[config.mk]
export PLATFORM = sky130hd
export DESIGN_NAME = seeded_xorshift_draw_unit
export DESIGN_NICKNAME = d
export VERILOG_FILES = /design/src/xdu_pkg.sv /design/src/seeded_xorshift_draw_unit.sv /design/src/xdu_mul64.sv /design/src/xdu_rem32.sv
export SDC_FILE = /design/constraint.sdc
export NUM_CORES = 2
export LEC_CHECK = 0
export BUFFER_PORTS_ARGS = -buffer_cell sky130_fd_sc_hd__buf_2
export CAP_MARGIN = 20
export CORE_MARGIN = 3
export CORE_UTILIZATION = 55
export CTS_BUF_LIST = sky130_fd_sc_hd__clkbuf_2
export CTS_CLUSTER_SIZE = 12
export DETAILED_ROUTE_END_ITERATION = 10
export GPL_TIMING_DRIVEN = 0
export PLACE_DENSITY = 0.77
export SETUP_SLACK_MARGIN = 0.2
export SLEW_MARGIN = 15
export SYNTH_ARGS = -nofsm -noshare
export SYNTH_HDL_FRONTEND = slang
export SYNTH_SLANG_ARGS = --single-unit
[constraint.sdc]
create_clock -name clk -period 23.4 [get_ports clk]
set_input_delay 2.34 -clock clk [delete_from_list [all_inputs] [get_ports clk]]
set_output_delay 2.34 -clock clk [all_outputs]
set_load 0.02 [all_outputs]
[src/xdu_pkg.sv]
`default_nettype none
package xdu_pkg;

  localparam logic [63:0] MIX_K1     = 64'hbf58476d1ce4e5b9;
  localparam logic [63:0] MIX_K2     = 64'h94d049bb133111eb;
  localparam logic [63:0] STAR_MUL   = 64'h2545f4914f6cdd1d;
  localparam logic [63:0] SEED_ADD   = 64'h0000000001234567;
  localparam logic [63:0] ZERO_SUBST = 64'hdeadbeefcafebabe;

  localparam int CHANCE_W = 25;
  // 1.0 in Q24
  localparam logic [CHANCE_W-1:0] Q24_ONE = 25'h1000000;

  // request kinds, carried in in_tuser
  localparam logic [1:0] FUNC_RAW    = 2'd0;
  localparam logic [1:0] FUNC_RANGE  = 2'd1;
  localparam logic [1:0] FUNC_CHANCE = 2'd2;

  // result layout in out_tdata
  localparam int OUT_DRAW_LSB   = 0;
  localparam int OUT_PICKED_LSB = 32;
  localparam int OUT_HIT_BIT    = 64;
  localparam int OUT_ADV_BIT    = 65;
  localparam int OUT_TDATA_W    = 72;
  localparam int IN_TDATA_W     = 96;

  function automatic logic [63:0] xorshift_step(input logic [63:0] x);
    logic [63:0] a;
    logic [63:0] b;
    a = x ^ (x >> 12);
    b = a ^ (a << 25);
    return b ^ (b >> 27);
  endfunction

  function automatic logic [63:0] mix_tail(input logic [63:0] v);
    logic [63:0] f;
    f = v ^ (v >> 31);
    return (f == 64'd0) ? ZERO_SUBST : f;
  endfunction

endpackage
`default_nettype wire

[src/seeded_xorshift_draw_unit.sv]
`default_nettype none
// Seeded xorshift64* draw unit.
// Input channel in_*: one request per transfer. in_tuser is the request kind
// (raw draw, range draw, chance test); in_tdata carries the bounds and the
// Q24 probability. Output channel out_*: one result per request.
// cfg_we/cfg_wdata write the 32-bit seed; each write reloads the generator
// state through the mixer, with in_tready low. One request is in flight at
// a time; in_tready is high only when the sequencer is idle. A raw or
// chance draw steps the xorshift state, then runs the shared 32x32
// multiplier; a range draw that does not span all 2^32 values then adds
// the bit-serial remainder unit. Empty and single-value ranges, zero and
// certain chances and unused kinds answer without stepping.
// Reset clears the seed to zero and runs the same reload before the first
// request is taken. The result sits in an output register; while the
// receiver stalls, the next request may still be accepted and computed, and
// it waits in the sequencer until the output register frees up.
module seeded_xorshift_draw_unit
  import xdu_pkg::*;
(
  input  wire logic                   clk,
  input  wire logic                   rst_n,
  input  wire logic                   in_tvalid,
  output logic                        in_tready,
  // range_low[31:0], range_high[63:32], chance_q24[88:64], zero fill
  input  wire logic [IN_TDATA_W-1:0]  in_tdata,
  // func[1:0]
  input  wire logic [1:0]             in_tuser,
  output logic                        out_tvalid,
  input  wire logic                   out_tready,
  // draw[31:0], picked[63:32], hit[64], advanced[65], zero fill
  output logic [OUT_TDATA_W-1:0]      out_tdata,
  input  wire logic                   cfg_we,
  input  wire logic [31:0]            cfg_wdata
);

  localparam logic [3:0] S_IDLE = 4'd0;
  localparam logic [3:0] S_LD0  = 4'd1;
  localparam logic [3:0] S_LD1  = 4'd2;
  localparam logic [3:0] S_LD2  = 4'd3;
  localparam logic [3:0] S_LD3  = 4'd4;
  localparam logic [3:0] S_LD4  = 4'd5;
  localparam logic [3:0] S_LD5  = 4'd6;
  localparam logic [3:0] S_ST0  = 4'd7;
  localparam logic [3:0] S_ST1  = 4'd8;
  localparam logic [3:0] S_ST2  = 4'd9;
  localparam logic [3:0] S_DV0  = 4'd10;
  localparam logic [3:0] S_DV1  = 4'd11;
  localparam logic [3:0] S_DONE = 4'd12;

  logic [3:0]          state_r, state_nxt;
  logic [31:0]         seed_r, seed_nxt;
  logic [63:0]         gen_r, gen_nxt;
  logic [1:0]          func_r, func_nxt;
  logic [31:0]         lo_r, lo_nxt;
  logic [31:0]         span_r, span_nxt;
  logic [CHANCE_W-1:0] chance_r, chance_nxt;
  logic [31:0]         draw_r, draw_nxt;
  logic [31:0]         picked_r, picked_nxt;
  logic                hit_r, hit_nxt;
  logic                adv_r, adv_nxt;
  logic                out_tvalid_r, out_tvalid_nxt;
  logic [OUT_TDATA_W-1:0] out_data_r, out_data_nxt;

  logic [31:0]         in_lo;
  logic [31:0]         in_hi;
  logic [CHANCE_W-1:0] in_chance;
  logic                in_xfer;
  logic                range_ok;
  logic                chance_mid;

  logic                mul_start;
  logic [63:0]         mul_a;
  logic [63:0]         mul_b;
  logic                mul_done;
  logic [63:0]         mul_p;
  logic                div_start;
  logic                div_done;
  logic [31:0]         div_rem;
  logic [31:0]         mul_draw;

  assign in_lo     = in_tdata[31:0];
  assign in_hi     = in_tdata[63:32];
  assign in_chance = in_tdata[64 +: CHANCE_W];
  assign in_tready = (state_r == S_IDLE);
  assign in_xfer   = in_tvalid && in_tready;
  assign range_ok   = $signed(in_hi) > $signed(in_lo);
  assign chance_mid = (in_chance != '0) && (in_chance < Q24_ONE);
  assign mul_draw   = mul_p[63:32];

  // operands of the shared multiplier
  always_comb begin
    mul_start = 1'b0;
    mul_a     = gen_r;
    mul_b     = STAR_MUL;
    unique case (state_r)
      S_LD0: begin
        mul_start = 1'b1;
        mul_a     = {32'd0, seed_r};
      end
      S_LD2: begin
        mul_start = 1'b1;
        mul_a     = gen_r ^ (gen_r >> 30);
        mul_b     = MIX_K1;
      end
      S_LD4: begin
        mul_start = 1'b1;
        mul_a     = gen_r ^ (gen_r >> 27);
        mul_b     = MIX_K2;
      end
      S_ST1: begin
        mul_start = 1'b1;
      end
      default: begin
        mul_start = 1'b0;
      end
    endcase
  end

  assign div_start = (state_r == S_DV0);

  always_comb begin
    state_nxt      = state_r;
    seed_nxt       = seed_r;
    gen_nxt        = gen_r;
    func_nxt       = func_r;
    lo_nxt         = lo_r;
    span_nxt       = span_r;
    chance_nxt     = chance_r;
    draw_nxt       = draw_r;
    picked_nxt     = picked_r;
    hit_nxt        = hit_r;
    adv_nxt        = adv_r;
    out_tvalid_nxt = out_tvalid_r;
    out_data_nxt   = out_data_r;

    if (out_tvalid_r && out_tready) begin
      out_tvalid_nxt = 1'b0;
    end

    unique case (state_r)
      S_IDLE: begin
        if (in_xfer) begin
          func_nxt   = in_tuser;
          lo_nxt     = in_lo;
          span_nxt   = in_hi - in_lo + 32'd1;
          chance_nxt = in_chance;
          draw_nxt   = 32'd0;
          picked_nxt = 32'd0;
          hit_nxt    = 1'b0;
          adv_nxt    = 1'b0;
          state_nxt  = S_DONE;
          case (in_tuser)
            FUNC_RAW: state_nxt = S_ST0;
            FUNC_RANGE: begin
              if (range_ok) begin
                state_nxt = S_ST0;
              end else begin
                picked_nxt = in_lo;
              end
            end
            FUNC_CHANCE: begin
              if (chance_mid) begin
                state_nxt = S_ST0;
              end else begin
                hit_nxt = (in_chance != '0);
              end
            end
            default: state_nxt = S_DONE;
          endcase
        end
      end
      S_LD0: state_nxt = S_LD1;
      S_LD1: begin
        if (mul_done) begin
          gen_nxt   = mul_p + SEED_ADD;
          state_nxt = S_LD2;
        end
      end
      S_LD2: state_nxt = S_LD3;
      S_LD3: begin
        if (mul_done) begin
          gen_nxt   = mul_p;
          state_nxt = S_LD4;
        end
      end
      S_LD4: state_nxt = S_LD5;
      S_LD5: begin
        if (mul_done) begin
          gen_nxt   = mix_tail(mul_p);
          state_nxt = S_IDLE;
        end
      end
      S_ST0: begin
        gen_nxt   = xorshift_step(gen_r);
        state_nxt = S_ST1;
      end
      S_ST1: state_nxt = S_ST2;
      S_ST2: begin
        if (mul_done) begin
          draw_nxt  = mul_draw;
          adv_nxt   = 1'b1;
          state_nxt = S_DONE;
          if (func_r == FUNC_RANGE) begin
            if (span_r == 32'd0) begin
              picked_nxt = lo_r + mul_draw;
            end else begin
              state_nxt = S_DV0;
            end
          end else if (func_r == FUNC_CHANCE) begin
            hit_nxt = {1'b0, mul_draw[31:8]} < chance_r;
          end
        end
      end
      S_DV0: state_nxt = S_DV1;
      S_DV1: begin
        if (div_done) begin
          picked_nxt = lo_r + div_rem;
          state_nxt  = S_DONE;
        end
      end
      S_DONE: begin
        // hold the result until the output register is free
        if (!out_tvalid_r || out_tready) begin
          out_tvalid_nxt = 1'b1;
          out_data_nxt   = '0;
          out_data_nxt[OUT_DRAW_LSB +: 32]   = draw_r;
          out_data_nxt[OUT_PICKED_LSB +: 32] = picked_r;
          out_data_nxt[OUT_HIT_BIT]          = hit_r;
          out_data_nxt[OUT_ADV_BIT]          = adv_r;
          state_nxt = S_IDLE;
        end
      end
      default: state_nxt = S_IDLE;
    endcase

    // a seed write restarts the reload
    if (cfg_we) begin
      seed_nxt  = cfg_wdata;
      state_nxt = S_LD0;
    end
  end

  always_ff @(posedge clk) begin
    if (!rst_n) begin
      state_r      <= S_LD0;
      seed_r       <= 32'd0;
      out_tvalid_r <= 1'b0;
    end else begin
      state_r      <= state_nxt;
      seed_r       <= seed_nxt;
      out_tvalid_r <= out_tvalid_nxt;
    end
  end

  always_ff @(posedge clk) begin
    gen_r      <= gen_nxt;
    func_r     <= func_nxt;
    lo_r       <= lo_nxt;
    span_r     <= span_nxt;
    chance_r   <= chance_nxt;
    draw_r     <= draw_nxt;
    picked_r   <= picked_nxt;
    hit_r      <= hit_nxt;
    adv_r      <= adv_nxt;
    out_data_r <= out_data_nxt;
  end

  xdu_mul64 u_mul (
    .clk   (clk),
    .rst_n (rst_n),
    .start (mul_start),
    .a     (mul_a),
    .b     (mul_b),
    .done  (mul_done),
    .p     (mul_p)
  );

  xdu_rem32 u_rem (
    .clk      (clk),
    .rst_n    (rst_n),
    .start    (div_start),
    .dividend (draw_r),
    .divisor  (span_r),
    .done     (div_done),
    .rem      (div_rem)
  );

  assign out_tvalid = out_tvalid_r;
  assign out_tdata  = out_data_r;

endmodule
`default_nettype wire

[src/xdu_mul64.sv]
`default_nettype none
// Low 64 bits of a 64x64 product through one shared 32x32 multiplier.
// Busy through the partial-product phases; done pulses with the product in p.
module xdu_mul64
  import xdu_pkg::*;
(
  input  wire logic        clk,
  input  wire logic        rst_n,
  input  wire logic        start,
  input  wire logic [63:0] a,
  input  wire logic [63:0] b,
  output logic             done,
  output logic [63:0]      p
);

  logic [63:0] a_r;
  logic [63:0] b_r;
  logic [63:0] prod_r;
  logic [63:0] acc_r;
  logic [1:0]  ph_r;
  logic        busy_r;
  logic        done_r;
  logic [31:0] mx;
  logic [31:0] my;

  // pick the partial product for this phase
  always_comb begin
    case (ph_r)
      2'd0: begin
        mx = a_r[31:0];
        my = b_r[31:0];
      end
      2'd1: begin
        mx = a_r[31:0];
        my = b_r[63:32];
      end
      default: begin
        mx = a_r[63:32];
        my = b_r[31:0];
      end
    endcase
  end

  always_ff @(posedge clk) begin
    if (!rst_n) begin
      busy_r <= 1'b0;
      ph_r   <= 2'd0;
      done_r <= 1'b0;
    end else begin
      done_r <= busy_r && (ph_r == 2'd3) && !start;
      if (start) begin
        busy_r <= 1'b1;
        ph_r   <= 2'd0;
      end else if (busy_r) begin
        ph_r <= ph_r + 2'd1;
        if (ph_r == 2'd3) begin
          busy_r <= 1'b0;
        end
      end
    end
  end

  always_ff @(posedge clk) begin
    if (start) begin
      a_r <= a;
      b_r <= b;
    end else if (busy_r) begin
      prod_r <= 64'(mx) * 64'(my);
      case (ph_r)
        2'd1: acc_r <= prod_r;
        2'd2, 2'd3: acc_r[63:32] <= acc_r[63:32] + prod_r[31:0];
        default: acc_r <= acc_r;
      endcase
    end
  end

  assign done = done_r;
  assign p    = acc_r;

endmodule
`default_nettype wire

[src/xdu_rem32.sv]
`default_nettype none
// Restoring remainder, one quotient bit per cycle; done pulses with the remainder in rem.
module xdu_rem32
  import xdu_pkg::*;
(
  input  wire logic        clk,
  input  wire logic        rst_n,
  input  wire logic        start,
  input  wire logic [31:0] dividend,
  input  wire logic [31:0] divisor,
  output logic             done,
  output logic [31:0]      rem
);

  logic [31:0] rem_r;
  logic [31:0] dvd_r;
  logic [31:0] dsr_r;
  logic [4:0]  cnt_r;
  logic        busy_r;
  logic        done_r;
  logic [32:0] trial;
  logic [32:0] diff;

  assign trial = {rem_r, dvd_r[31]};
  assign diff  = trial - {1'b0, dsr_r};

  always_ff @(posedge clk) begin
    if (!rst_n) begin
      busy_r <= 1'b0;
      cnt_r  <= 5'd0;
      done_r <= 1'b0;
    end else begin
      done_r <= busy_r && (cnt_r == 5'd31) && !start;
      if (start) begin
        busy_r <= 1'b1;
        cnt_r  <= 5'd0;
      end else if (busy_r) begin
        cnt_r <= cnt_r + 5'd1;
        if (cnt_r == 5'd31) begin
          busy_r <= 1'b0;
        end
      end
    end
  end

  always_ff @(posedge clk) begin
    if (start) begin
      rem_r <= 32'd0;
      dvd_r <= dividend;
      dsr_r <= divisor;
    end else if (busy_r) begin
      dvd_r <= dvd_r << 1;
      // subtract when the trial remainder covers the divisor
      rem_r <= diff[32] ? trial[31:0] : diff[31:0];
    end
  end

  assign done = done_r;
  assign rem  = rem_r;

endmodule
`default_nettype wire

Word-level counts from Yosys, hierarchy flattened
Index checks and enable logic that the tools add are counted.
{"block": "totals", "output_inout_bits": 74, "ram_bits": 0, "ff_bits": 687, "memories": 0, "latchBits": 0, "romBits": 0, "input_bits": 135, "word_cells": 174}
{"block": "classes", "n_lt_le_gt_ge": 3, "add_sub_neg": 9, "eq_ne": 31, "muxes": 57, "n_reduce_logical": 38, "mul": 1, "div_mod_pow": 0, "n_shift": 0, "bitwise_logic": 8}
{"operator": "32-bit two-way mux", "count": 14}
{"operator": "64-bit two-way mux", "count": 4}
{"operator": "64-bit one-hot mux with 4 select lines", "count": 1}
{"operator": "64-bit one-hot mux with 3 select lines", "count": 1}
{"operator": "32-bit one-hot mux with 2 select lines", "count": 2}
{"operator": "64-bit one-hot mux with 2 select lines", "count": 1}
{"operator": "64-bit by 37-bit bitwise XOR with 64-bit output", "count": 2}
{"operator": "32-bit adder", "count": 3}
{"operator": "32-bit one-hot mux with 3 select lines", "count": 1}
{"operator": "64-bit by 25-bit adder with 64-bit output, second input constant", "count": 1}
{"operator": "64-bit logical NOT", "count": 1}
{"operator": "32-bit by 32-bit multiplier with 64-bit output", "count": 1}
{"operator": "64-bit by 33-bit bitwise XOR with 64-bit output", "count": 1}
{"operator": "64-bit by 34-bit bitwise XOR with 64-bit output", "count": 1}
{"operator": "64-bit by 52-bit bitwise XOR with 64-bit output", "count": 1}
{"operator": "64-bit bitwise XOR", "count": 1}
{"operator": "4-bit one-hot mux with 13 select lines", "count": 1}
{"operator": "4-bit two-way mux", "count": 9}
{"operator": "33-bit by 32-bit subtractor with 33-bit output", "count": 1}
{"operator": "32-bit by 1-bit adder with 32-bit output, second input constant", "count": 1}
{"operator": "32-bit > comparator", "count": 1}
{"operator": "32-bit logical NOT", "count": 1}
{"operator": "32-bit subtractor", "count": 1}
{"operator": "24-bit by 25-bit < comparator with 1-bit output", "count": 1}
{"operator": "34 further kinds", "count": 95}

Logic depth before layout (Yosys ltp)
{"block": "logic_depth", "word_depth": 6, "ltp_mapped": 35, "ltp_nobuf": 33}

Hierarchy
A second synthesis with hierarchy kept.
{"block": "hier_totals", "hier_cells": 7174, "area_unflattened_um2": 70893.0}
{"mod": "xdu_mul64", "area_each_um2": 42655.9, "n_inst": 1, "cells_per_inst": 4328}
{"mod": "seeded_xorshift_draw_unit", "area_each_um2": 22216.3, "n_inst": 1, "cells_per_inst": 2265}
{"mod": "xdu_rem32", "area_each_um2": 6020.8, "n_inst": 1, "cells_per_inst": 581}

Worst setup path before layout
OpenSTA, ideal clock, no wires.
{"block": "synth_path", "kind": "register -> register", "start": "register u_mul.ph_r[0]", "end": "register u_mul.prod_r[56] (data pin)", "path_slack_ns": 14.611, "setup_time_ns": 0.261, "arrival_time_ns": 8.528, "path_buffers": 2, "stages_incl_launch_ff": 32, "synth_period_minus_slack_ns": 8.789, "path_cell_list": "dfxtp_1 -> inv_1 -> ha_1 -> nor2_1 -> clkbuf_1 -> mux2_2 -> inv_1 -> buf_1 -> nor2_1 -> fa_1 -> inv_1 -> fa_1 -> inv_1 -> fa_1 -> inv_1 -> fa_1 -> inv_1 -> fa_1 -> fa_1 -> fa_1 -> fa_1 -> ha_1 -> a21o_1 -> o21bai_1 -> a21oi_1 -> o21ai_0 -> a221o_1 -> o31ai_1 -> o211ai_2 -> a21o_1 -> a31o_2 -> xor2_1"}
{"block": "synth_via", "elab_chain_len": 4, "elab_cells_between_ends": 6, "classes_between": "mul: 1; eq/ne: 1; mux: 2; reduce/logical: 2"}
{"item": "from (decl)", "line_no": "xdu_mul64.sv:20", "rtl": "logic [1:0] ph_r;"}
{"item": "from (signal assigned)", "line_no": "xdu_mul64.sv:55", "rtl": "ph_r <= ph_r + 2'd1;"}
{"item": "2-bit by 1-bit == test with 1-bit output or 2-bit logical NOT (tied branches)", "line_no": "xdu_mul64.sv:28", "rtl": "case (ph_r)"}
{"item": "2-bit OR reduction (no line)"}
{"item": "32-bit two-way mux", "line_no": "xdu_mul64.sv:28"}
{"item": "32-bit by 32-bit multiplier with 64-bit output (*)", "line_no": "xdu_mul64.sv:68", "rtl": "prod_r <= 64'(mx) * 64'(my);"}
{"item": "to (signal assigned)", "line_no": "xdu_mul64.sv:68"}
{"item": "to (decl)", "line_no": "xdu_mul64.sv:18", "rtl": "logic [63:0] prod_r;"}
Every way passes the cells marked *; elsewhere a longest branch is shown, timed or not.
A chain may end at the register's enable or synchronous reset.

Worst setup path in the final report
{"block": "layout_path", "start": "register u_mul.ph_r[0]", "end": "register u_mul.prod_r[59] (data pin)"}
Same word-level chain as after synthesis.

==> qor_table.md <==
| Result | Reported | Unit |
| --- | --- | --- |
| Result of the run | finished, final reports clean | - |
| Count of buffers added by post-CTS timing repair for setup | 0 | - |
| Kind of launch point of the worst setup path | flip-flop | - |
| EDFF count, synth | 549 | - |
| Synthesis-to-layout area growth | 7.59 | % |
| Width of the die | 356 | um |
| Sequential cell area | 18100 | sq um |
| Number of levels the H-tree was split into | 4 | - |
| Cts bufs inserted | 152 | - |
| Arrival time of the worst setup path | 14.15 | ns |
| Vias in the first global route | 55500 | - |
| Worst min-delay path startpoint | picked_r[22] | - |
| Hold_buf cts | 0 | - |
| Largest driver fanout on the critical path | 10 | - |
| Clock insertion delay at the later pin of the skew report | 1.48 | ns |
| Most common cell after layout, fill and taps aside | sky130_fd_sc_hd__inv_1 | - |
| Syn avg cell area | 9.76 | sq um |
| Final hold viol count | 0 | - |
| Number of rows created at floorplan | 127 | - |
| Post-CTS sizing | 0 | - |
| Clock slew at reported path FFs | 0.11 | ns |
| RD Place Congestion | 1.10 | - |
| DRC viols | 0 | - |
| TritonCTS clock tree | done | - |
| Unrepaired setup endpoints after global routing | no | - |
| Max Clock Skew | 0.127 | ns |
| Die extent in y | 356 | um |
| Final setup violation count | 0 | - |
| Synth top area share | 0.262 | - |
| Crit-path slowest cell | sky130_fd_sc_hd__buf_1 | - |
| Measured slew at the worst slew-check pin | 1.34 | ns |
| Buffers from clock root to sink, at most | 3 | - |
| Count of max-cap constraint violations | 0 | - |
| Worst setup path startpoint | u_mul.ph_r[0] | - |
| WL/cell | 30.3 | um |
| Number of iterations in the first detailed-routing pass | 8 | - |
| Period utilization | 0.553 | - |
| Register area share after synthesis | 0.269 | - |
| Number of placed I/O pins | 209 | - |
| Routed vias | 56300 | - |
| Count of nets after finishing | 8777 | - |
| Final wirelength | 273000 | um |
| DR iter-0 viols | 7652 | - |
| Share of final-layout standard cells stronger than drive strength 1 | 0.0791 | - |
| CP max stage delay | 1.00 | ns |
| Synthesized flop and latch total | 629 | - |
| Sinks on the clock net | 629 | - |
| Count of input and output buffers | 194 | - |
| Pin count of the biggest net entering global routing | 71 | - |
| Max-slew violation total from the final report | 0 | - |
| GR Util All Layers | 0.434 | - |
| Number of fill cells | 10500 | - |
| Post-synthesis instance area | 67200 | sq um |
| CP endpoint kind | flip-flop | - |
| CORE AREA | 121000 | sq um |
| Commonest cells after routing, fill and taps aside | sky130_fd_sc_hd__inv_1 (1143), sky130_fd_sc_hd__fa_1 (880), sky130_fd_sc_hd__nor2_1 (665) | - |
| Initial Utilization | 0.557 | - |
| Max_slew headroom | 0.108 | - |
| Worst EP required | 24.60 | ns |
| Critical R2R Launch | u_mul.ph_r[0] | - |
| Cell repeated most along the worst path | sky130_fd_sc_hd__fa_1 | - |
| Wire length of the first global-routing pass | 389000 | um |
| Area leader, netlist | sky130_fd_sc_hd__fa_1 | - |
| Fraction of synthesis flops using an asynchronous set or reset pin | 0 | - |
| Overall die area | 126000 | sq um |
| Remaining antenna violation count | 0 | - |
| Dominant synthesized flop cell | sky130_fd_sc_hd__edfxtp_1 | - |
| Number of warnings printed during yosys synthesis | 0 | - |
| Fmax | 77.2 | MHz |
| Number of antenna violations at the first check in global routing | 17 | - |
| Synth area leaders | sky130_fd_sc_hd__fa_1 (26%), sky130_fd_sc_hd__edfxtp_1 (25%), sky130_fd_sc_hd__ha_1 (9.0%) | - |
| Critical setup path kind | flip-flop to flip-flop | - |
| DR vias/cell | 6.24 | - |
| Number of distinct library cell variants in the gate-level netlist after synthesis | 92 | - |
| Class of the worst hold path | flip-flop to flip-flop | - |
| Leftover overflow at the end of global routing | 0 | - |
| Total negative slack | 0 | ns |
| Clock Tree Root | sky130_fd_sc_hd__clkbuf_2 | - |
| Post-Synthesis Cells | 6890 | - |
| DPL Wire Length | 224000 | um |
| Final worst path period need | 12.95 | ns |
| Area of combinational cells with multiple inputs | 43600 | sq um |
==> through the flow <==
stage / hold slack, ns / utilization / worst slack (ns) / instances / area (sq um)
global route: 0.425 / 0.599 / 10.35 / 9010 / 72300
floorplan: 0.400 / - / 14.61 / 6895 / 67200
global placement: 0.400 / 0.582 / 10.45 / 8701 / 70200
detailed placement: 0.406 / 0.587 / 10.98 / 8725 / 70700
finish: 0.400 / 0.600 / 10.45 / 9017 / 72300
CTS: 0.421 / 0.598 / 10.96 / 8996 / 72200
==> cell families after synthesis <==
logic type,Yosys count,synth area share
buffers and inverters,1504,0.0847
AND/OR/NAND/NOR,1820,0.120
XOR/XNOR,363,0.0473
other,1,0.0000558
AO/OA/AOI/OAI,1080,0.106
flip-flops,629,0.269
multiplexers,128,0.0201
adder cells (fa/ha/maj),1365,0.352
==> Yosys cell counts (all sizes together) (78+ instances only) <==
| library cell | instances |
|---|---|
| nor2 | 669 |
| inv | 1146 |
| nand3 | 78 |
| xnor2 | 228 |
| clkbuf | 308 |
| fa | 880 |
| o21ai | 228 |
| a21oi | 301 |
| dfxtp | 80 |
| nand2 | 626 |
| edfxtp | 549 |
| ha | 485 |
| a21o | 101 |
| nor2b | 107 |
| xor2 | 135 |
==> sequential cells by signal, indices dropped and copies added (netlist names), 64 cells and up <==
signal and flops:
u_mul.p 64, out_tdata 66, u_mul.prod_r 64, gen_r 64, u_mul.a_r 64
==> per-layer routing <==
metal / track usage / part of all wire / vias up / routed length (um)
met3: 0.156 / 0.14 / 716 / 38100
met1: 0.603 / 0.40 / 28100 / 108000
met2: 0.613 / 0.41 / 3975 / 113000
met5: 0 / 0.00022 / - / 59
met4: 0.185 / 0.051 / 10 / 13800
li1: - / - / 23500 / -
==> final cells by class <==
class                           instances  share of cell area
Antenna cell                           11            0.000381
Buffer                                346              0.0187
Clock buffer                          217              0.0150
Clock inverter                         54             0.00448
Inverter                             1158              0.0602
Multi-Input combinational cell       4762               0.602
Sequential cell                       629               0.250
Tap cell                             1612              0.0279
Timing Repair Buffer                  228              0.0207
==> critical path: cells and delay by family (launching register included) <==
family / cells / cell delay [ns]
adders and majority gates: 10 / 4.97
buffers and inverters: 7 / 2.63
and+or+nand+nor: 6 / 2.49
AOI/OAI and AO/OA: 3 / 1.42
muxes: 1 / 0.49
DFF: 1 / 0.46
xor gates and xnor gates: 1 / 0.28
==> path summary, 6_finish.rpt <==
| kind | endpoint | slack (ns) | cells past startpoint |
|---|---|---|---|
| min | out_tdata[54] | 0.40 | 0 |
| max | u_mul.prod_r[59] | 10.45 | 28 |
| max reg2reg | u_mul.prod_r[59] | 10.45 | 28 |
| min reg2reg | out_tdata[54] | 0.40 | 0 |
Power is not shown: default switching activity piles up to over one toggle a cycle in this logic, so the estimate is an artifact.
